`src/hdl/png_color_chunk_injector_unit_defines.svh`:
```
// assertion macros for the png color chunk injector
// used by the top level only; no other dependencies
`ifndef PNG_COLOR_CHUNK_INJECTOR_UNIT_DEFINES_SVH
`define PNG_COLOR_CHUNK_INJECTOR_UNIT_DEFINES_SVH

`ifndef SYNTHESIS
// ante must imply cons in the same cycle
`define PCCI_ASSERT_IMPLIES(label, clk, rst, ante, cons) \
  label: assert property (@(posedge clk) disable iff (rst) (ante) |-> (cons)) \
    else $error("pcci assertion failed");
// cond must never hold
`define PCCI_ASSERT_NEVER(label, clk, rst, cond) \
  label: assert property (@(posedge clk) disable iff (rst) !(cond)) \
    else $error("pcci assertion failed");
`else
`define PCCI_ASSERT_IMPLIES(label, clk, rst, ante, cons)
`define PCCI_ASSERT_NEVER(label, clk, rst, cond)
`endif

`endif

```
`src/hdl/pcci_pkg.sv`:
```
// shared types, constants and tables of the png color chunk injector
// no dependencies; used by every module of the block
package pcci_pkg;

  localparam int unsigned SIG_BYTES           = 8;
  localparam int unsigned HOLD_BYTES          = 11;
  localparam int unsigned HEAD_BYTES          = 12;
  localparam int unsigned COLOUR_BYTES        = 73;
  localparam int unsigned QUEUE_DEPTH_DEFAULT = 4;

  localparam int unsigned HEAD_IDX_W = $clog2(HEAD_BYTES);
  localparam int unsigned BASE_W     = $clog2(HEAD_BYTES + 1);
  localparam int unsigned IDX_W      = $clog2(HEAD_BYTES + COLOUR_BYTES + 2);

  localparam logic [31:0] CRC_POLY  = 32'hEDB88320;
  localparam logic [31:0] KIND_IHDR = 32'h49484452;
  localparam logic [31:0] KIND_SRGB = 32'h73524742;
  localparam logic [31:0] KIND_GAMA = 32'h67414D41;
  localparam logic [31:0] KIND_CHRM = 32'h6348524D;
  localparam logic [31:0] GAMMA_VALUE = 32'd45455;
  localparam logic [31:0] CHRM_VALUES [8] = '{
    32'd31270, 32'd32900, 32'd64000, 32'd33000,
    32'd30000, 32'd60000, 32'd15000, 32'd6000
  };

  // fixed file signature, entry 0 goes out first
  localparam logic [SIG_BYTES-1:0][7:0] SIG_ROM = {
    8'd10, 8'd26, 8'd10, 8'd13, 8'd71, 8'd78, 8'd80, 8'd137
  };

  typedef logic [COLOUR_BYTES-1:0][7:0] colour_rom_t;

  typedef struct packed {
    logic [7:0] in_byte;
    logic       in_last;
  } in_item_t;

  typedef struct packed {
    logic [15:0] out_pair;
    logic [1:0]  out_count;
    logic        out_last;
    logic        out_status;
  } out_item_t;

  // one classified input byte: base bytes, optional color chunks, end flags
  typedef struct packed {
    logic [HEAD_BYTES-1:0][7:0] bytes;
    logic [BASE_W-1:0]          base_len;
    logic                       insert;
    logic [IDX_W-1:0]           total;
    logic                       last;
    logic                       status;
  } job_t;

  typedef struct packed {
    logic full;
    logic empty;
  } queue_status_t;

  // big-endian word into the table at pos
  function automatic colour_rom_t put32(colour_rom_t r, int pos, logic [31:0] v);
    colour_rom_t t;
    t = r;
    for (int j = 0; j < 4; j++) begin
      t[pos + j] = v[31 - 8 * j -: 8];
    end
    return t;
  endfunction

  // reflected crc-32 over a span of the table
  function automatic logic [31:0] crc_of(colour_rom_t r, int start, int len);
    logic [31:0] c;
    c = '1;
    for (int i = 0; i < len; i++) begin
      c = c ^ {24'd0, r[start + i]};
      for (int k = 0; k < 8; k++) begin
        c = c[0] ? ((c >> 1) ^ CRC_POLY) : (c >> 1);
      end
    end
    return ~c;
  endfunction

  // srgb, gama and chrm chunks, built at elaboration
  function automatic colour_rom_t build_colour_rom();
    colour_rom_t r;
    int          pos;
    int          start;
    r   = '0;
    pos = 0;
    // srgb
    r = put32(r, pos, 32'd1);          pos = pos + 4;
    start = pos;
    r = put32(r, pos, KIND_SRGB);      pos = pos + 4;
    r[pos] = 8'd0;                     pos = pos + 1;
    r = put32(r, pos, crc_of(r, start, pos - start));
    pos = pos + 4;
    // gama
    r = put32(r, pos, 32'd4);          pos = pos + 4;
    start = pos;
    r = put32(r, pos, KIND_GAMA);      pos = pos + 4;
    r = put32(r, pos, GAMMA_VALUE);    pos = pos + 4;
    r = put32(r, pos, crc_of(r, start, pos - start));
    pos = pos + 4;
    // chrm
    r = put32(r, pos, 32'd32);         pos = pos + 4;
    start = pos;
    r = put32(r, pos, KIND_CHRM);      pos = pos + 4;
    for (int i = 0; i < 8; i++) begin
      r = put32(r, pos, CHRM_VALUES[i]);
      pos = pos + 4;
    end
    r = put32(r, pos, crc_of(r, start, pos - start));
    return r;
  endfunction

  localparam colour_rom_t COLOUR_ROM = build_colour_rom();

endpackage

```
`src/hdl/pcci_front.sv`:
```
// front end: accepts file bytes, tracks signature and chunk walk, emits jobs
// depends on pcci_pkg
module pcci_front (
  input  logic                    clk,
  input  logic                    rst,
  input  logic                    byte_valid,
  output logic                    byte_ready,
  input  pcci_pkg::in_item_t      byte_item,
  input  pcci_pkg::queue_status_t q_status,
  output logic                    q_push,
  output pcci_pkg::job_t          q_job
);
  import pcci_pkg::*;

  logic [3:0]  sig_count, sig_count_next;
  logic [32:0] chunk_pos, chunk_pos_next;
  logic [31:0] chunk_len, chunk_len_next;
  logic [31:0] chunk_kind, chunk_kind_next;
  logic        inserted, inserted_next;
  logic [7:0]  held [HOLD_BYTES];
  logic        held_we;
  logic        accept;
  logic        chunk_end;
  logic        ins;
  job_t        job;

  assign byte_ready = !q_status.full;
  assign accept     = byte_valid && byte_ready;
  assign chunk_end  = (chunk_pos == ({1'b0, chunk_len} + 33'd11));

  // classify the byte and work out the next walk state
  always_comb begin
    sig_count_next  = sig_count;
    chunk_pos_next  = chunk_pos;
    chunk_len_next  = chunk_len;
    chunk_kind_next = chunk_kind;
    inserted_next   = inserted;
    held_we         = 1'b0;
    ins             = 1'b0;
    job             = '0;
    if (accept) begin
      if (sig_count < 4'(SIG_BYTES)) begin
        job.bytes[0] = SIG_ROM[sig_count[2:0]];
        job.base_len = BASE_W'(1);
        job.total    = IDX_W'(1);
        job.status   = byte_item.in_last;
        sig_count_next = sig_count + 4'd1;
      end else if (chunk_pos < 33'(HOLD_BYTES)) begin
        // header bytes are held back
        held_we        = 1'b1;
        chunk_pos_next = chunk_pos + 33'd1;
        if (chunk_pos < 33'd4) begin
          chunk_len_next = {chunk_len[23:0], byte_item.in_byte};
        end else if (chunk_pos < 33'd8) begin
          chunk_kind_next = {chunk_kind[23:0], byte_item.in_byte};
        end
      end else begin
        if (chunk_pos == 33'(HOLD_BYTES)) begin
          for (int j = 0; j < HOLD_BYTES; j++) begin
            job.bytes[j] = held[j];
          end
          job.bytes[HEAD_BYTES-1] = byte_item.in_byte;
          job.base_len = BASE_W'(HEAD_BYTES);
        end else begin
          job.bytes[0] = byte_item.in_byte;
          job.base_len = BASE_W'(1);
        end
        if (chunk_end) begin
          ins             = !inserted && (chunk_kind == KIND_IHDR);
          inserted_next   = inserted || ins;
          chunk_pos_next  = '0;
          chunk_len_next  = '0;
          chunk_kind_next = '0;
        end else begin
          chunk_pos_next = chunk_pos + 33'd1;
          job.status     = byte_item.in_last;
        end
        job.insert = ins;
        job.total  = IDX_W'(job.base_len) + (ins ? IDX_W'(COLOUR_BYTES) : IDX_W'(0));
      end
      job.last = byte_item.in_last;
      // end of file: start over
      if (byte_item.in_last) begin
        sig_count_next  = '0;
        chunk_pos_next  = '0;
        chunk_len_next  = '0;
        chunk_kind_next = '0;
        inserted_next   = 1'b0;
      end
    end
  end

  assign q_push = accept && ((job.total != '0) || byte_item.in_last);
  assign q_job  = job;

  // walk state
  always_ff @(posedge clk) begin
    if (rst) begin
      sig_count  <= '0;
      chunk_pos  <= '0;
      chunk_len  <= '0;
      chunk_kind <= '0;
      inserted   <= 1'b0;
    end else begin
      sig_count  <= sig_count_next;
      chunk_pos  <= chunk_pos_next;
      chunk_len  <= chunk_len_next;
      chunk_kind <= chunk_kind_next;
      inserted   <= inserted_next;
    end
  end

  // held header bytes
  always_ff @(posedge clk) begin
    if (held_we) begin
      held[chunk_pos[HEAD_IDX_W-1:0]] <= byte_item.in_byte;
    end
  end

endmodule

```
`src/hdl/pcci_job_queue.sv`:
```
// short job queue between the front end and the back end
// depends on pcci_pkg
module pcci_job_queue #(
  parameter int unsigned DEPTH = pcci_pkg::QUEUE_DEPTH_DEFAULT
) (
  input  logic                    clk,
  input  logic                    rst,
  input  logic                    push,
  input  pcci_pkg::job_t          push_job,
  input  logic                    pop,
  output pcci_pkg::job_t          head,
  output pcci_pkg::queue_status_t status
);
  import pcci_pkg::*;

  localparam int unsigned PTR_W = (DEPTH > 1) ? $clog2(DEPTH) : 1;
  localparam int unsigned CNT_W = $clog2(DEPTH + 1);

  job_t             slots [DEPTH];
  logic [PTR_W-1:0] wr_ptr;
  logic [PTR_W-1:0] rd_ptr;
  logic [CNT_W-1:0] count;

  assign head         = slots[rd_ptr];
  assign status.full  = (count == CNT_W'(DEPTH));
  assign status.empty = (count == '0);

  // pointers and fill count
  always_ff @(posedge clk) begin
    if (rst) begin
      wr_ptr <= '0;
      rd_ptr <= '0;
      count  <= '0;
    end else begin
      if (push) begin
        wr_ptr <= (wr_ptr == PTR_W'(DEPTH - 1)) ? '0 : wr_ptr + PTR_W'(1);
      end
      if (pop) begin
        rd_ptr <= (rd_ptr == PTR_W'(DEPTH - 1)) ? '0 : rd_ptr + PTR_W'(1);
      end
      if (push && !pop) begin
        count <= count + CNT_W'(1);
      end else if (pop && !push) begin
        count <= count - CNT_W'(1);
      end
    end
  end

  // job storage
  always_ff @(posedge clk) begin
    if (push) begin
      slots[wr_ptr] <= push_job;
    end
  end

endmodule

```
`src/hdl/pcci_back.sv`:
```
// back end: expands the head job into byte pairs through an output register
// depends on pcci_pkg
module pcci_back (
  input  logic                    clk,
  input  logic                    rst,
  input  pcci_pkg::job_t          head,
  input  pcci_pkg::queue_status_t q_status,
  output logic                    pop,
  output logic                    pair_valid,
  input  logic                    pair_ready,
  output pcci_pkg::out_item_t     pair_item
);
  import pcci_pkg::*;

  logic [IDX_W-1:0] idx;
  logic [IDX_W-1:0] remaining;
  logic             fin;
  logic [1:0]       cnt;
  logic             load;
  out_item_t        next_item;

  // byte k of a job: base bytes, then the color chunks
  function automatic logic [7:0] pick(job_t j, logic [IDX_W-1:0] k);
    logic [IDX_W-1:0] r_idx;
    logic [7:0]       v;
    r_idx = k - IDX_W'(j.base_len);
    if (k < IDX_W'(j.base_len)) begin
      v = j.bytes[k[HEAD_IDX_W-1:0]];
    end else if (r_idx < IDX_W'(COLOUR_BYTES)) begin
      v = COLOUR_ROM[r_idx];
    end else begin
      v = 8'd0;
    end
    return v;
  endfunction

  assign load      = !q_status.empty && (!pair_valid || pair_ready);
  assign remaining = head.total - idx;
  assign fin       = (remaining <= IDX_W'(2));
  assign cnt       = (remaining >= IDX_W'(2)) ? 2'd2 : remaining[1:0];
  assign pop       = load && fin;

  // next pair from the head job
  always_comb begin
    next_item            = '0;
    next_item.out_count  = cnt;
    if (cnt != 2'd0) begin
      next_item.out_pair[15:8] = pick(head, idx);
    end
    if (cnt == 2'd2) begin
      next_item.out_pair[7:0] = pick(head, idx + IDX_W'(1));
    end
    next_item.out_last   = fin && head.last;
    next_item.out_status = fin && head.last && head.status;
  end

  // output register and position within the job
  always_ff @(posedge clk) begin
    if (rst) begin
      pair_valid <= 1'b0;
      idx        <= '0;
    end else if (load) begin
      pair_valid <= 1'b1;
      idx        <= fin ? '0 : idx + IDX_W'(2);
    end else if (pair_ready) begin
      pair_valid <= 1'b0;
    end
  end

  always_ff @(posedge clk) begin
    if (load) begin
      pair_item <= next_item;
    end
  end

endmodule

```
`src/hdl/png_color_chunk_injector_unit.sv`:
```
// throughput: one byte per cycle in, one result per cycle out while the
//   receiver is ready; a byte can cause up to 43 results (where the first
//   ihdr ends), the back end working through them in turn, and input stalls
//   once the job queue (QUEUE_DEPTH entries) is full
// reset: synchronous, clears walk state, queue and output valid; held bytes keep
`include "png_color_chunk_injector_unit_defines.svh"
module png_color_chunk_injector_unit #(
  parameter int unsigned QUEUE_DEPTH = pcci_pkg::QUEUE_DEPTH_DEFAULT
) (
  input  logic                clk,
  input  logic                rst,
  input  logic                byte_valid,
  output logic                byte_ready,
  input  pcci_pkg::in_item_t  byte_item,
  output logic                pair_valid,
  input  logic                pair_ready,
  output pcci_pkg::out_item_t pair_item
);
  import pcci_pkg::*;

  logic          q_push;
  logic          q_pop;
  job_t          q_job;
  job_t          q_head;
  queue_status_t q_status;
  logic          pair_no_bytes;

  // classify incoming bytes
  pcci_front u_front (
    .clk        (clk),
    .rst        (rst),
    .byte_valid (byte_valid),
    .byte_ready (byte_ready),
    .byte_item  (byte_item),
    .q_status   (q_status),
    .q_push     (q_push),
    .q_job      (q_job)
  );

  // decouple front and back
  pcci_job_queue #(
    .DEPTH (QUEUE_DEPTH)
  ) u_queue (
    .clk      (clk),
    .rst      (rst),
    .push     (q_push),
    .push_job (q_job),
    .pop      (q_pop),
    .head     (q_head),
    .status   (q_status)
  );

  // produce byte pairs
  pcci_back u_back (
    .clk        (clk),
    .rst        (rst),
    .head       (q_head),
    .q_status   (q_status),
    .pop        (q_pop),
    .pair_valid (pair_valid),
    .pair_ready (pair_ready),
    .pair_item  (pair_item)
  );

  assign pair_no_bytes = (pair_item.out_count == 2'd0);

  // checks
  `PCCI_ASSERT_NEVER(a_push_full, clk, rst, q_push && q_status.full)
  `PCCI_ASSERT_NEVER(a_pop_empty, clk, rst, q_pop && q_status.empty)
  `PCCI_ASSERT_IMPLIES(a_empty_is_last, clk, rst, pair_valid && pair_no_bytes, pair_item.out_last)
  `PCCI_ASSERT_IMPLIES(a_status_on_last, clk, rst, pair_valid && pair_item.out_status, pair_item.out_last)

endmodule

```
`config.mk`:
```
export PLATFORM = sky130hd
export DESIGN_NAME = png_color_chunk_injector_unit
export DESIGN_NICKNAME = d
export VERILOG_FILES = /design/src/hdl/pcci_pkg.sv /design/src/hdl/pcci_front.sv /design/src/hdl/pcci_job_queue.sv /design/src/hdl/pcci_back.sv /design/src/hdl/png_color_chunk_injector_unit.sv
export VERILOG_INCLUDE_DIRS = /design/src /design/src/hdl
export SDC_FILE = /design/constraint.sdc
export NUM_CORES = 1
export LEC_CHECK = 0
export BUFFER_PORTS_ARGS = -buffer_cell sky130_fd_sc_hd__buf_2
export CAP_MARGIN = 20
export CELL_PAD_IN_SITES_DETAIL_PLACEMENT = 2
export CELL_PAD_IN_SITES_GLOBAL_PLACEMENT = 2
export CORE_ASPECT_RATIO = 1.25
export CORE_MARGIN = 10
export CORE_UTILIZATION = 30
export CTS_CLUSTER_DIAMETER = 30
export DETAILED_ROUTE_END_ITERATION = 6
export GPL_TIMING_DRIVEN = 0
export PLACE_DENSITY_LB_ADDON = 0.1
export SLEW_MARGIN = 0
export SYNTH_ARGS = -nofsm -noshare
export SYNTH_HDL_FRONTEND = slang
export SYNTH_SLANG_ARGS = --single-unit
```
`constraint.sdc`:
```
create_clock -name clk -period 7.66 [get_ports clk]
set_clock_uncertainty 0.2 [all_clocks]
set_input_delay 1.149 -clock clk [delete_from_list [all_inputs] [get_ports clk]]
set_output_delay 1.149 -clock clk [all_outputs]
set_load 0.01 [all_outputs]
```
==> results_tabular.tex <==
\begin{tabular}{lr}
\hline
Metric & Value \\
\hline
\multicolumn{2}{l}{\textbf{Detailed routing}} \\
\quad Routed wire length & 94.5 mm \\
\quad Post-route ant nets & 0 \\
\quad Drt drc & 0 \\
\quad Drt via density & 5.14 \\
\quad Routed wire per std cell & 25.9 µm \\
\quad Drt initial violations & 813 \\
\quad DR pass1 iterations & 7 \\
\quad Number of vias in the routed layout & 18749 \\
\multicolumn{2}{l}{\textbf{Placed design}} \\
\quad Placed cells & 3386 \\
\quad Total placed instance area & 0.0312 mm² \\
\quad Hpwl dp & 65.1 mm \\
\quad Routability Congestion & 0.813 \\
\quad Number of input and output port buffers inserted & 33 \\
\multicolumn{2}{l}{\textbf{Power and ir drop}} \\
\quad Comb pwr share & 22.4\% \\
\quad Relative contribution of sequential cells to total power & 31.9\% \\
\quad Proportion of total power due to net switching & 30.7\% \\
\quad VDD IR-drop max & 0.225 mV \\
\quad Leak & 0.0124 µW \\
\quad Clock network power share & 45.7\% \\
\quad Cell-internal power & 9250 µW \\
\quad Reported net switching power & 4100 µW \\
\quad Power per Cell Area & 370 mW/mm² \\
\multicolumn{2}{l}{\textbf{Critical path}} \\
\quad Most used cell, CP & clkbuf\_1 \\
\quad Critical Path End Type & flip-flop \\
\quad Cell with the largest stage delay on the worst path & clkbuf\_1 \\
\quad Reg-to-reg setup timing slack & 0.51 ns \\
\quad Endpoint of the lowest-slack register-to-register path & u\_queue.count[2] \\
\quad Kind of critical path & flip-flop to flip-flop \\
\quad Worst EP arrival & 7.58 ns \\
\quad Worst EP required & 8.10 ns \\
\quad Number of cells on the worst reg-to-reg path & 18 \\
\quad Delay of the slowest cell on the worst path & 0.75 ns \\
\quad Setup crit start kind & flip-flop \\
\quad Cells along the critical path & clkbuf\_1, clkbuf\_1, clkbuf\_1, clkbuf\_1, mux4\_2, ha\_1, buf\_1, xor2\_1, a311oi\_1, nand2b\_1, a21oi\_1, nand2\_1, ha\_1, inv\_1, fa\_1, xor2\_1, or3\_1, a21oi\_1 \\
\quad Highest net fanout along the worst path & 10 \\
\multicolumn{2}{l}{\textbf{Synth}} \\
\quad Syn Area/Cell & 14.2 µm² \\
\quad Cell count after synthesis & 2042 \\
\quad Number of flip-flops and latches in the synthesized netlist & 653 \\
\quad Synth warnings & 0 \\
\quad Count of different cell masters after synthesis & 85 \\
\quad Number of enable flip-flop cells after synthesis & 528 \\
\quad Number of nets produced by synthesis & 2102 \\
\quad Primary FF master, synth & edfxtp\_1 \\
\quad Area of the mapped netlist & 0.0289 mm² \\
\quad Part of the Yosys area used for sequential elements & 63.4\% \\
\quad Synth async-reset ratio & 0\% \\
\multicolumn{2}{l}{\textbf{Cells and area}} \\
\quad Final std cells w/o fill & 3650 \\
\quad Fillers & 9628 \\
\quad Antenna diode instance count & 0 \\
\quad Number of nets in the finished design & 2305 \\
\quad Fraction of layout cells with a size suffix above 1 & 19.4\% \\
\quad Area added between synthesis and finish & 24.7\% \\
\quad Most frequent cells in the layout & edfxtp\_1 (528), clkbuf\_16 (142), nand2\_1 (140), dfxtp\_1 (125), mux4\_2 (122) \\
\quad Final standard cell area without fillers & 0.0361 mm² \\
\quad Commonest non-fill, non-tap cell in the layout & edfxtp\_1 \\
\multicolumn{2}{l}{\textbf{Clocking}} \\
\quad CTS buffer count & 139 \\
\quad CTS max path bufs & 3 \\
\quad H-tree depth & 4 \\
\quad Root buffer cell & clkbuf\_16 \\
\quad Post-CTS Setup Bufs & 0 \\
\quad Worst-Skew Late Latency & 0.72 ns \\
\quad Cts hold-fix bufs & 0 \\
\quad Number of sinks on the clock net & 653 \\
\quad CTS tree & yes \\
\quad Clock transition at the registers of the reported paths & 0.06 ns \\
\multicolumn{2}{l}{\textbf{Run}} \\
\quad Number of max-cap violations & 0 \\
\multicolumn{2}{l}{\textbf{Floorplanning}} \\
\quad Vertical extent of the die & 367 µm \\
\quad Area inside the core boundary & 0.0958 mm² \\
\quad Area of the die & 0.109 mm² \\
\quad Width of the chip & 298 µm \\
\quad IO Count & 35 \\
\quad Starting density of the core & 30.2\% \\
\quad Number of rows created at floorplan & 127 \\
\multicolumn{2}{l}{\textbf{Global route}} \\
\quad Number of antenna violations at the first check in global routing & 1 \\
\quad Wire length of the first global-routing pass & 142 mm \\
\quad Largest net degree at the start of global routing & 49 \\
\quad Total global-route track usage & 17.3\% \\
\quad Vias in the first global route & 21227 \\
\quad Total congestion overflow after global routing & 0 \\
\multicolumn{2}{l}{\textbf{Timing}} \\
\quad Setup repair after global routing missed its margin & false \\
\quad Relative slew margins & 26.4\% \\
\quad Setup violation total in the final timing report & 0 \\
\quad Final hold viol count & 0 \\
\quad Slew at the pin closest to its max-slew limit & 1.10 ns \\
\quad Final min period & 7.15 ns \\
\quad Highest achievable clock rate & 140 MHz \\
\quad Final worst path period share & 93.3\% \\
\quad Setup TNS & 0 ns \\
\quad Number of max-slew violations in the final report & 0 \\
\multicolumn{2}{l}{\textbf{Min path}} \\
\quad Worst hold path class & flip-flop to flip-flop \\
\quad Hold Path Depth & 2 \\
\quad Hold path startpoint & u\_front.inserted \\
\quad Worst min-delay path endpoint & u\_front.inserted \\
\multicolumn{2}{l}{\textbf{Status}} \\
\quad Run status & finished, final reports clean \\
\hline
\end{tabular}
==> power groups by stage <==
stage	clock (µW)	sequential [µW]	combinational (µW)
2_1_floorplan	0	4350	1810
3_3_place_gp	0	4360	2890
3_5_place_dp	0	4320	3020
4_1_cts	6240	4260	3040
5_1_grt	6430	4280	3270
6_report	6110	4250	2990
==> cell usage after synthesis (all sizes together), types with 33 or more instances <==
library cell	number	area (µm²)
dfxtp	125	2500
clkbuf	111	418
nand4	34	213
edfxtp	528	15900
xnor2	45	394
mux4	122	2750
a21oi	69	345
o21ai	57	285
a22o	34	298
nand3	46	230
nor3	37	185
inv	45	169
ha	45	563
nand2	140	526
nor2	100	375
a32o	33	330
and2	107	669
==> cells by family (layout without fill, tap and decap cells) <==
kind of cell / Yosys count / in the layout / share of synthesized area [%]
AO/OA/AOI/OAI: 361 / 361 / 9.11
XOR/XNOR: 62 / 62 / 1.88
adder cells (fa/ha/maj): 47 / 47 / 2.08
buffers and inverters: 184 / 502 / 2.47
flip-flops: 653 / 653 / 63.4
multiplexers: 138 / 138 / 10.1
other: 2 / 2 / 0.0260
AND/OR/NAND/NOR: 595 / 595 / 10.9
==> timing repair <==
item                                    CTS  global route
resized for setup                         2             1
endpoints found under the setup margin    2             4
pin swaps                                 0             0
==> flip-flops by register name, indices dropped and copies added, names as in the netlist, named ones only <==
register and cells:
u_back.idx 6, u_queue.wr_ptr 2, u_back.pair_item 20, u_front.inserted 1, u_front.sig_count 4, u_queue.slots 420
u_front.chunk_pos 33, u_front.chunk_len 32, u_queue.rd_ptr 2, u_front.held 88, u_front.chunk_kind 32, u_queue.count 3
u_back.pair_valid 1
==> worst max path at each step <==
stage,startpoint,to,depth (start not counted)
floorplan,flip-flop,u_back.pair_item[7],17
CTS,flip-flop,u_queue.count[2],18
detailed placement,flip-flop,u_queue.count[2],18
global route,flip-flop,u_queue.count[2],18
finish,flip-flop,u_queue.count[2],18
global placement,flip-flop,u_queue.count[2],18
==> stage by stage <==
stage / total power (µW) / hold slack (ns) / setup slack [ns] / util [%]
global route: 14000 / 0.305 / 0.0683 / 37.7
CTS: 13500 / 0.267 / 0.181 / 37.6
detailed placement: 7340 / 0.255 / -0.0650 / 32.5
floorplan: 6160 / 0.229 / 1.99 / -
finish: 13400 / 0.261 / 0.515 / 37.7
global placement: 7260 / 0.241 / -0.836 / 32.1
==> per-layer routing <==
| layer | vias up | share of wire, % | global-route usage, % |
|---|---|---|---|
| met5 | - | 0 | 0 |
| met4 | 0 | 2.2 | 5.23 |
| met3 | 142 | 2.9 | 2.74 |
| met2 | 351 | 55 | 33.2 |
| met1 | 9748 | 39 | 19.1 |
| li1 | 8508 | - | - |
==> worst max-delay path, delay by kind of cell (launching register included) <==
kind / cells / cell delay (ns)
mux: 1 / 0.45
xor+xnor: 2 / 0.21
compound gates: 3 / 0.91
simple gates: 3 / 1.04
flops: 1 / 0.31
buf+inv: 6 / 2.94
fa+ha+maj: 3 / 0.98
==> area by class of cell <==
class	instances	area, µm²	area share, %
clock inverters	95	1130	3.12
repair buffers	62	638	1.77
inverters	47	176	0.489
well taps	1290	1610	4.47
multi-input cells	1205	9930	27.5
plain buffers	137	542	1.50
flip-flops and latches	653	18400	50.9
clock buffers	161	3700	10.3
No activity file was read; power rests on OpenSTA's default activity.
